[src/hw/rtl/rrps_pkg.sv]
// Package for the rounded rectangle pixel shader: widths, codes and helpers.
package rrps_pkg;

    localparam int MAX_DIM    = 4096;
    localparam int DIM_W      = 13;
    localparam int POS_W      = 12;
    localparam int ORG_W      = 14;
    localparam int RAD_W      = 12;
    localparam int ADDR_W     = 24;
    localparam int PIX_W      = 32;
    localparam int CFG_IDX_W  = 3;
    localparam int CFG_DATA_W = 14;

    typedef logic [1:0] t_op;

    localparam t_op OP_FILL    = 2'd0;
    localparam t_op OP_OUTLINE = 2'd1;
    localparam t_op OP_BLEND   = 2'd2;

    localparam logic [CFG_IDX_W-1:0] REG_FB_WIDTH  = 3'd0;
    localparam logic [CFG_IDX_W-1:0] REG_FB_HEIGHT = 3'd1;
    localparam logic [CFG_IDX_W-1:0] REG_PITCH     = 3'd2;
    localparam logic [CFG_IDX_W-1:0] REG_RECT_X    = 3'd3;
    localparam logic [CFG_IDX_W-1:0] REG_RECT_Y    = 3'd4;
    localparam logic [CFG_IDX_W-1:0] REG_RECT_W    = 3'd5;
    localparam logic [CFG_IDX_W-1:0] REG_RECT_H    = 3'd6;
    localparam logic [CFG_IDX_W-1:0] REG_RADIUS    = 3'd7;

    // Clamps a written dimension to the largest supported size.
    function automatic logic [DIM_W-1:0] sat_dim(input logic [DIM_W-1:0] v);
        logic [DIM_W-1:0] lim;
        lim = DIM_W'(MAX_DIM);
        return (v > lim) ? lim : v;
    endfunction

endpackage

[src/hw/rtl/rounded_rect_pixel_shader.sv]
// Rounded rectangle pixel shader: clipping, corner test, blend and address pipeline.
// Each item passes the stage 1 and stage 2 registers and then the output registers.
// Throughput: one item per cycle; o_busy is always low and start may stay high.
// The corner distance multipliers and the row times pitch multiplier set the
// three stage split: select, multiply, then sum, compare and pick.
// Reset (synchronous, active low) clears the valid bits and loads the register
// defaults: 1024 x 768 screen, pitch 1024, empty rectangle, square corners.
module rounded_rect_pixel_shader
    import rrps_pkg::*;
(
    input  logic                  i_clk,
    input  logic                  i_rst_n,
    input  logic                  i_start,
    output logic                  o_busy,
    input  logic                  i_cfg_we,
    input  logic [CFG_IDX_W-1:0]  i_cfg_idx,
    input  logic [CFG_DATA_W-1:0] i_cfg_data,
    input  logic [1:0]            i_op,
    input  logic [POS_W-1:0]      i_col,
    input  logic [POS_W-1:0]      i_row,
    input  logic [PIX_W-1:0]      i_color,
    input  logic [PIX_W-1:0]      i_dst_pixel,
    output logic                  o_valid,
    output logic                  o_write_enable,
    output logic [ADDR_W-1:0]     o_address,
    output logic [PIX_W-1:0]      o_pixel_value
);

    // Configuration registers. Dimensions are stored already clamped.
    logic [DIM_W-1:0] r_fb_width, r_fb_height, r_pitch, r_rect_w, r_rect_h;
    logic signed [ORG_W-1:0] r_rect_x, r_rect_y;
    logic [RAD_W-1:0] r_radius;

    always_ff @(posedge i_clk) begin
        if (!i_rst_n) begin
            r_fb_width  <= DIM_W'(1024);
            r_fb_height <= DIM_W'(768);
            r_pitch     <= DIM_W'(1024);
            r_rect_x    <= '0;
            r_rect_y    <= '0;
            r_rect_w    <= '0;
            r_rect_h    <= '0;
            r_radius    <= '0;
        end else if (i_cfg_we) begin
            case (i_cfg_idx)
                REG_FB_WIDTH:  r_fb_width  <= sat_dim(i_cfg_data[DIM_W-1:0]);
                REG_FB_HEIGHT: r_fb_height <= sat_dim(i_cfg_data[DIM_W-1:0]);
                REG_PITCH:     r_pitch     <= sat_dim(i_cfg_data[DIM_W-1:0]);
                REG_RECT_X:    r_rect_x    <= $signed(i_cfg_data);
                REG_RECT_Y:    r_rect_y    <= $signed(i_cfg_data);
                REG_RECT_W:    r_rect_w    <= sat_dim(i_cfg_data[DIM_W-1:0]);
                REG_RECT_H:    r_rect_h    <= sat_dim(i_cfg_data[DIM_W-1:0]);
                REG_RADIUS:    r_radius    <= i_cfg_data[RAD_W-1:0];
                default: ;
            endcase
        end
    end

    // The pipeline never stalls, so an item is taken in every cycle that start is high.
    assign o_busy = 1'b0;
    logic accept;
    assign accept = i_start && !o_busy;

    // ---------------------------------------------------------------
    // Stage 1: screen position, clipping, corner region and distances.
    // ---------------------------------------------------------------
    logic signed [ORG_W:0]   n_sx, n_sy;
    logic                    n_ok, n_edge, n_hit;
    logic signed [ORG_W-1:0] n_wr, n_hr, n_jc, n_ic, n_dx, n_dy;
    logic [DIM_W-1:0]        n_lx, n_ty, n_cx, n_cy;
    logic                    n_left, n_top, n_right, n_bot;

    always_comb begin
        n_sx = $signed(r_rect_x) + $signed({3'b000, i_col});
        n_sy = $signed(r_rect_y) + $signed({3'b000, i_row});
        n_ok = ({1'b0, i_col} < r_rect_w) && ({1'b0, i_row} < r_rect_h)
            && !n_sx[ORG_W] && (n_sx < $signed({2'b00, r_fb_width}))
            && !n_sy[ORG_W] && (n_sy < $signed({2'b00, r_fb_height}));

        n_edge = (i_row == '0) || ({1'b0, i_row} == r_rect_h - 1'b1)
            || (i_col == '0) || ({1'b0, i_col} == r_rect_w - 1'b1);

        // Start of the right and bottom corner bands; negative when the
        // radius exceeds the rectangle.
        n_wr = $signed({1'b0, r_rect_w}) - $signed({2'b00, r_radius});
        n_hr = $signed({1'b0, r_rect_h}) - $signed({2'b00, r_radius});
        n_jc = $signed({2'b00, i_col});
        n_ic = $signed({2'b00, i_row});

        n_left  = i_col < r_radius;
        n_top   = i_row < r_radius;
        n_right = n_jc >= n_wr;
        n_bot   = n_ic >= n_hr;

        n_lx = {1'b0, r_radius} - {1'b0, i_col} - 1'b1;
        n_ty = {1'b0, r_radius} - {1'b0, i_row} - 1'b1;
        n_dx = n_jc - n_wr;
        n_dy = n_ic - n_hr;

        // Corners are tried top-left, top-right, bottom-left, bottom-right.
        n_hit = 1'b1;
        if (n_left && n_top) begin
            n_cx = n_lx;
            n_cy = n_ty;
        end else if (n_right && n_top) begin
            n_cx = n_dx[DIM_W-1:0];
            n_cy = n_ty;
        end else if (n_left && n_bot) begin
            n_cx = n_lx;
            n_cy = n_dy[DIM_W-1:0];
        end else if (n_right && n_bot) begin
            n_cx = n_dx[DIM_W-1:0];
            n_cy = n_dy[DIM_W-1:0];
        end else begin
            n_hit = 1'b0;
            n_cx  = '0;
            n_cy  = '0;
        end
    end

    logic             r_s1_valid, r_s1_ok, r_s1_edge, r_s1_hit;
    t_op              r_s1_op;
    logic [DIM_W-1:0] r_s1_cx, r_s1_cy;
    logic [POS_W-1:0] r_s1_sx, r_s1_sy;
    logic [PIX_W-1:0] r_s1_color, r_s1_dst;

    always_ff @(posedge i_clk) begin
        if (!i_rst_n) begin
            r_s1_valid <= 1'b0;
        end else begin
            r_s1_valid <= accept;
        end
        r_s1_ok    <= n_ok;
        r_s1_edge  <= n_edge;
        r_s1_hit   <= n_hit;
        r_s1_op    <= i_op;
        r_s1_cx    <= n_cx;
        r_s1_cy    <= n_cy;
        r_s1_sx    <= n_sx[POS_W-1:0];
        r_s1_sy    <= n_sy[POS_W-1:0];
        r_s1_color <= i_color;
        r_s1_dst   <= i_dst_pixel;
    end

    // ---------------------------------------------------------------
    // Stage 2: squared distances, squared radius, row base and blend terms.
    // ---------------------------------------------------------------
    logic [7:0] alpha, alpha_n;
    assign alpha   = r_s1_color[31:24];
    assign alpha_n = 8'd255 - alpha;

    logic                 r_s2_valid, r_s2_ok, r_s2_edge, r_s2_hit;
    t_op                  r_s2_op;
    logic [2*DIM_W-1:0]   r_s2_cx2, r_s2_cy2;
    logic [2*RAD_W-1:0]   r_s2_rr;
    logic [ADDR_W-1:0]    r_s2_base;
    logic [POS_W-1:0]     r_s2_sx;
    logic [PIX_W-1:0]     r_s2_color;
    logic [15:0]          r_s2_sa [3];
    logic [15:0]          r_s2_da [3];
    logic [POS_W+DIM_W-1:0] n_base;

    assign n_base = r_s1_sy * r_pitch;

    always_ff @(posedge i_clk) begin
        if (!i_rst_n) begin
            r_s2_valid <= 1'b0;
        end else begin
            r_s2_valid <= r_s1_valid;
        end
        r_s2_ok    <= r_s1_ok;
        r_s2_edge  <= r_s1_edge;
        r_s2_hit   <= r_s1_hit;
        r_s2_op    <= r_s1_op;
        r_s2_cx2   <= r_s1_cx * r_s1_cx;
        r_s2_cy2   <= r_s1_cy * r_s1_cy;
        r_s2_rr    <= r_radius * r_radius;
        r_s2_base  <= n_base[ADDR_W-1:0];
        r_s2_sx    <= r_s1_sx;
        r_s2_color <= r_s1_color;
        for (int c = 0; c < 3; c++) begin
            r_s2_sa[c] <= r_s1_color[8*c +: 8] * alpha;
            r_s2_da[c] <= r_s1_dst[8*c +: 8] * alpha_n;
        end
    end

    // ---------------------------------------------------------------
    // Stage 3: corner compare, mode decision, address and blended value.
    // ---------------------------------------------------------------
    logic [2*DIM_W:0]  dist2;
    logic              clipped;
    logic              n_we;
    logic [PIX_W-1:0]  n_value;
    logic [16:0]       mix [3];

    always_comb begin
        dist2   = {1'b0, r_s2_cx2} + {1'b0, r_s2_cy2};
        clipped = r_s2_hit && (dist2 > (2*DIM_W+1)'(r_s2_rr));
        for (int c = 0; c < 3; c++) begin
            mix[c] = {1'b0, r_s2_sa[c]} + {1'b0, r_s2_da[c]};
        end
        n_we    = 1'b0;
        n_value = '0;
        case (r_s2_op)
            OP_FILL: begin
                n_we    = r_s2_ok && !clipped;
                n_value = r_s2_color;
            end
            OP_OUTLINE: begin
                n_we    = r_s2_ok && !clipped && r_s2_edge;
                n_value = r_s2_color;
            end
            OP_BLEND: begin
                n_we    = r_s2_ok;
                n_value = {8'h00, mix[2][15:8], mix[1][15:8], mix[0][15:8]};
            end
            default: begin
                n_we    = 1'b0;
                n_value = '0;
            end
        endcase
    end

    logic [ADDR_W-1:0] n_addr;
    assign n_addr = r_s2_base + ADDR_W'(r_s2_sx);

    always_ff @(posedge i_clk) begin
        if (!i_rst_n) begin
            o_valid        <= 1'b0;
            o_write_enable <= 1'b0;
        end else begin
            o_valid        <= r_s2_valid;
            o_write_enable <= r_s2_valid && n_we;
        end
        // Address and value read as zero on a result that does not write.
        o_address     <= n_we ? n_addr : '0;
        o_pixel_value <= n_we ? n_value : '0;
    end

    // ---------------------------------------------------------------
    // Assertions.
    // ---------------------------------------------------------------
    a_s1_to_s2: assert property (@(posedge i_clk) disable iff (!i_rst_n)
        r_s1_valid |=> r_s2_valid)
        else $error("stage 2 lost an item");

    a_s2_to_out: assert property (@(posedge i_clk) disable iff (!i_rst_n)
        r_s2_valid |=> o_valid)
        else $error("output stage lost an item");

    a_we_valid: assert property (@(posedge i_clk) disable iff (!i_rst_n)
        o_write_enable |-> o_valid)
        else $error("write enable without a result");

    a_idle_zero: assert property (@(posedge i_clk) disable iff (!i_rst_n)
        (o_valid && !o_write_enable) |-> (o_address == '0 && o_pixel_value == '0))
        else $error("non-writing result carries data");

    a_blend_alpha: assert property (@(posedge i_clk) disable iff (!i_rst_n)
        (r_s2_valid && r_s2_op == OP_BLEND && r_s2_ok) |=>
            (o_write_enable && o_pixel_value[31:24] == 8'h00))
        else $error("blended pixel must write with zero alpha");

endmodule
[config.mk]
export PLATFORM = sky130hd
export DESIGN_NAME = rounded_rect_pixel_shader
export DESIGN_NICKNAME = d
export VERILOG_FILES = /design/src/hw/rtl/rrps_pkg.sv /design/src/hw/rtl/rounded_rect_pixel_shader.sv
export SDC_FILE = /design/constraint.sdc
export NUM_CORES = 2
export LEC_CHECK = 0
export BUFFER_PORTS_ARGS = -buffer_cell sky130_fd_sc_hd__clkbuf_2
export CAP_MARGIN = 20
export CORE_ASPECT_RATIO = 0.75
export CORE_MARGIN = 1.5
export CORE_UTILIZATION = 48
export CTS_CLUSTER_DIAMETER = 40
export DETAILED_ROUTE_END_ITERATION = 8
export PLACE_DENSITY = 0.68
export SYNTH_ARGS = -nofsm -noshare
export SYNTH_HDL_FRONTEND = slang
export SYNTH_SLANG_ARGS = --single-unit
[constraint.sdc]
create_clock -name i_clk -period 5.63 [get_ports i_clk]
set_input_delay 0.8445 -clock i_clk [delete_from_list [all_inputs] [get_ports i_clk]]
set_output_delay 0.8445 -clock i_clk [all_outputs]
set_load 0.05 [all_outputs]
==> run_results.csv <==
group,metric,value,unit
global_routing,first_global_vias,40231,
status,run_status,"finished, final reports clean",
placed_design,place_worst_setup_slack,-0.07785,ns
worst_setup_path,reg2reg_from,"r_s1_cx[6]",
yosys,synth-seq-area-share,0.1971,
clock_network,h-tree-depth,3,
worst_setup_path,cp-startpoint,"r_s1_cx[6]",
placed_design,hpwl,102000,µm
clock_network,clk_latency,0.71,ns
power_and_ir_drop,p_seq_frac,0.200,
sta,tightestPinTransition,1.134,ns
floorplan,dieArea,111600,µm²
power_and_ir_drop,clkPwrFrac,0.218,
worst_setup_path,worstPathRequired,6.24,ns
sta,postLayoutSetupSlackWorst,0.1370,ns
placed_design,routabilityCongestion,0.9339,
global_routing,grt_first_pass_wirelength,208500,µm
clock_network,path_clk_slew,0.07,ns
power_and_ir_drop,p_leak,29.19,nW
global_routing,antenna_found_initial,16,
yosys,synthCells,5808,
cells_and_area,fin_util,0.5480,
power_and_ir_drop,swShare,0.4277,
yosys,yosysUniqueCellTypes,73,
min_path,hp-class,"in -> reg",
power_and_ir_drop,power.density,417.3,nW/µm²
sta,fin_crit_sh,0.9757,
routing,routed-wl-met2,55530,µm
routing,wl_per_cell,16.96,µm
power_and_ir_drop,vdd_drop_max,544.0,µV
yosys,avgSynthCellArea,9.059,µm²
floorplan,die_y,289.7,µm
power_and_ir_drop,p_switching,10.56,mW
clock_network,clk_root_buffer_cell,"clkbuf_16",
worst_setup_path,reg2reg_slack,0.14,ns
placed_design,port_buffers,160,
worst_setup_path,arrival,6.10,ns
cells_and_area,fin_nets,7536,
floorplan,ios,170,
yosys,synth-edff-count,0,
clock_network,clockBufferDepth,3,
yosys,synth.most_common_cell,"inv_1",
global_routing,grt_usage,0.2347,
sta,hold_violations,0,
yosys,yosys.area.top_type_share,0.2306,
worst_setup_path,reg2reg_to,"r_s2_cx2[25]",
clock_network,ctsHoldBuffers,0,
sta,fin_worst_skew,0.06386,ns
routing,ant_nets,0,
sta,setup_viol,0,
yosys,async_flop_share,0,
routing,wl_met1,59850,µm
global_routing,grt-ovfl-total,0,
min_path,holdPathStages,1,
worst_setup_path,crit_type,"reg -> reg",
job,drv_cap,0,
floorplan,dieWidth,385.3,µm
global_routing,grt_max_degree,60,
cells_and_area,drive_gt1_frac,0.09517,
floorplan,rows,104,
routing,num_vias,39838,
worst_setup_path,crit_path_end_kind,"flop",
yosys,ys_top_cells_by_count,"inv_1, ha_1, fa_1",
worst_setup_path,startpoint_type,"flop",
clock_network,cts_tree,"done",
yosys,synthFlopType,"dfxtp_1",
sta,finalMaxSlewViolations,0,
yosys,ys.warnings.count,0,
floorplan,core_area,108000,µm²
clock_network,cts_sinks,518,
cells_and_area,areaGrowthSynthToFinish,12.49,%
worst_setup_path,crit_fanout,6,
sta,fmax,182.1,MHz
worst_setup_path,r2r.worst_path.cells,21,
sta,min_period,5.493,ns
routing,dr.first_iter.drc_count,2546,
routing,met3WireLength,10420,µm
routing,wl,128600,µm
floorplan,start_util,0.4871,
min_path,worstHoldStart,"i_color[31]",
yosys,synth.cell_area,52610,µm²
sta,worst_slew_margin_rel,0.2417,
worst_setup_path,crit_end,"r_s2_cx2[25]",
power_and_ir_drop,pwr-share-comb,0.582,
yosys,synth_area_leaders,"fa_1, dfxtp_1, ha_1",
clock_network,cts_made_buffers,86,
routing,via_per_inst,5.254,
power_and_ir_drop,p_int,14.14,mW
yosys,yosysTopAreaCell,"fa_1",
routing,drc_errors,0,
cells_and_area,num-fill-cells,9788,
routing,maxUsedRoutingLayer,"met5",
routing,dr.pass1.iters,5,
yosys,syn-num-nets,7267,
yosys,ys_ff_latch,518,
worst max-delay path, cell delays in order (launching register included):
cell and delay (ns):
dfxtp_4 0.38, buf_4 0.15, and2_1 0.15, fa_1 0.58, inv_1 0.06, fa_1 0.48, inv_1 0.05, fa_1 0.47
inv_1 0.05, fa_1 0.45, fa_1 0.49, inv_1 0.04, ha_1 0.33, a21o_1 0.17, a21o_1 0.23, nor2_2 0.11
a31oi_2 0.14, a41o_1 0.26, o41ai_2 0.41, o21bai_1 0.14, a21oi_2 0.15, xnor2_1 0.12
cell families after synthesis:
family,after synthesis,share of synthesized area
and+or+nand+nor,1694,0.1595
adders and majority gates,1348,0.4070
buffers and inverters,1106,0.07926
AOI/OAI and AO/OA,819,0.1031
DFF,518,0.1971
xor gates and xnor gates,314,0.05227
muxes,8,0.001641
other,1,0.00007128
per-layer routing:
| layer | vias to the layer above | track usage |
|---|---|---|
| met4 | 14 | 0.06147 |
| met2 | 1005 | 0.3629 |
| met5 | - | 0 |
| met1 | 19445 | 0.3306 |
| li1 | 19193 | - |
| met3 | 181 | 0.05355 |
worst min-delay path by stage:
stage | end | slack, ns
global placement | r_s2_edge | 0.31
detailed placement | r_s2_edge | 0.31
floorplan | r_s2_edge | 0.31
global route | r_s1_dst[20] | 0.20
CTS | r_s1_color[31] | 0.17
finish | r_s1_color[31] | 0.23
cell usage in the layout, fill, tap and decap left out, types with 60 or more instances in the layout:
cell       count
nor3_1        62
nand3_1       64
and2_1       275
a21oi_1      207
xnor2_1      222
clkbuf_16     87
a21o_1        87
xor2_1        92
dfxtp_1      489
nor2_1       249
o21a_1        60
nand2b_1     134
a21boi_0     116
fa_1         603
nand2_1      587
inv_1        941
clkbuf_2     160
buf_4        174
nor2b_1      172
ha_1         740
o21ai_0      116
sequential cells by signal, indices dropped and copies added, names as in the netlist, 14 cells and up:
name	flops
r_s2_da	48
r_s2_cx2	25
r_s2_sa	48
r_s2_cy2	25
o_pixel_value	32
r_rect_x	14
o_address	24
r_s1_dst	24
r_s2_rr	23
r_s2_base	24
r_rect_y	14
r_s1_color	32
r_s2_color	32
power groups by stage:
stage / logic (mW) / registers (mW) / clock network [mW]
3_3_place_gp: 13.7 / 4.98 / 0
6_report: 14.4 / 4.94 / 5.39
2_1_floorplan: 10.7 / 4.74 / 0
3_5_place_dp: 14.1 / 4.98 / 0
4_1_cts: 14.2 / 4.92 / 5.51
5_1_grt: 16.4 / 4.99 / 5.67
final cells by class:
cell class / instances / area [µm²] / share of cell area
Tap cell: 1431 / 1790 / 0.03025
Multi-Input combinational cell: 4184 / 38200 / 0.6454
Antenna cell: 4 / 10.01 / 0.0001691
Inverter: 946 / 3558 / 0.06012
Clock buffer: 101 / 2280 / 0.03852
Clock inverter: 57 / 696.9 / 0.01177
Timing Repair Buffer: 341 / 2235 / 0.03776
Sequential cell: 518 / 10420 / 0.1760
through the flow:
step	TNS [ns]	instances	area (µm²)	hold slack (ns)	total power, mW
2_1_floorplan	0	5808	52610	0.3096	15.39
6_report	0	7582	59190	0.2337	24.70
5_1_grt	-0.06136	7580	59180	0.1984	27.11
3_5_place_dp	-0.07785	7413	55950	0.3121	19.06
3_3_place_gp	-0.01775	7413	55950	0.3113	18.69
4_1_cts	0	7571	58930	0.1735	24.67
timing repair:
| item | CTS | global route |
|---|---|---|
| gates resized for setup | 5 | 61 |
| setup endpoints to repair | 2 | 18 |
| setup buffers | 0 | 6 |
| hold endpoints to repair | 0 | 0 |
| pin swaps | 0 | 15 |
No activity file was read; power rests on OpenSTA's default activity.
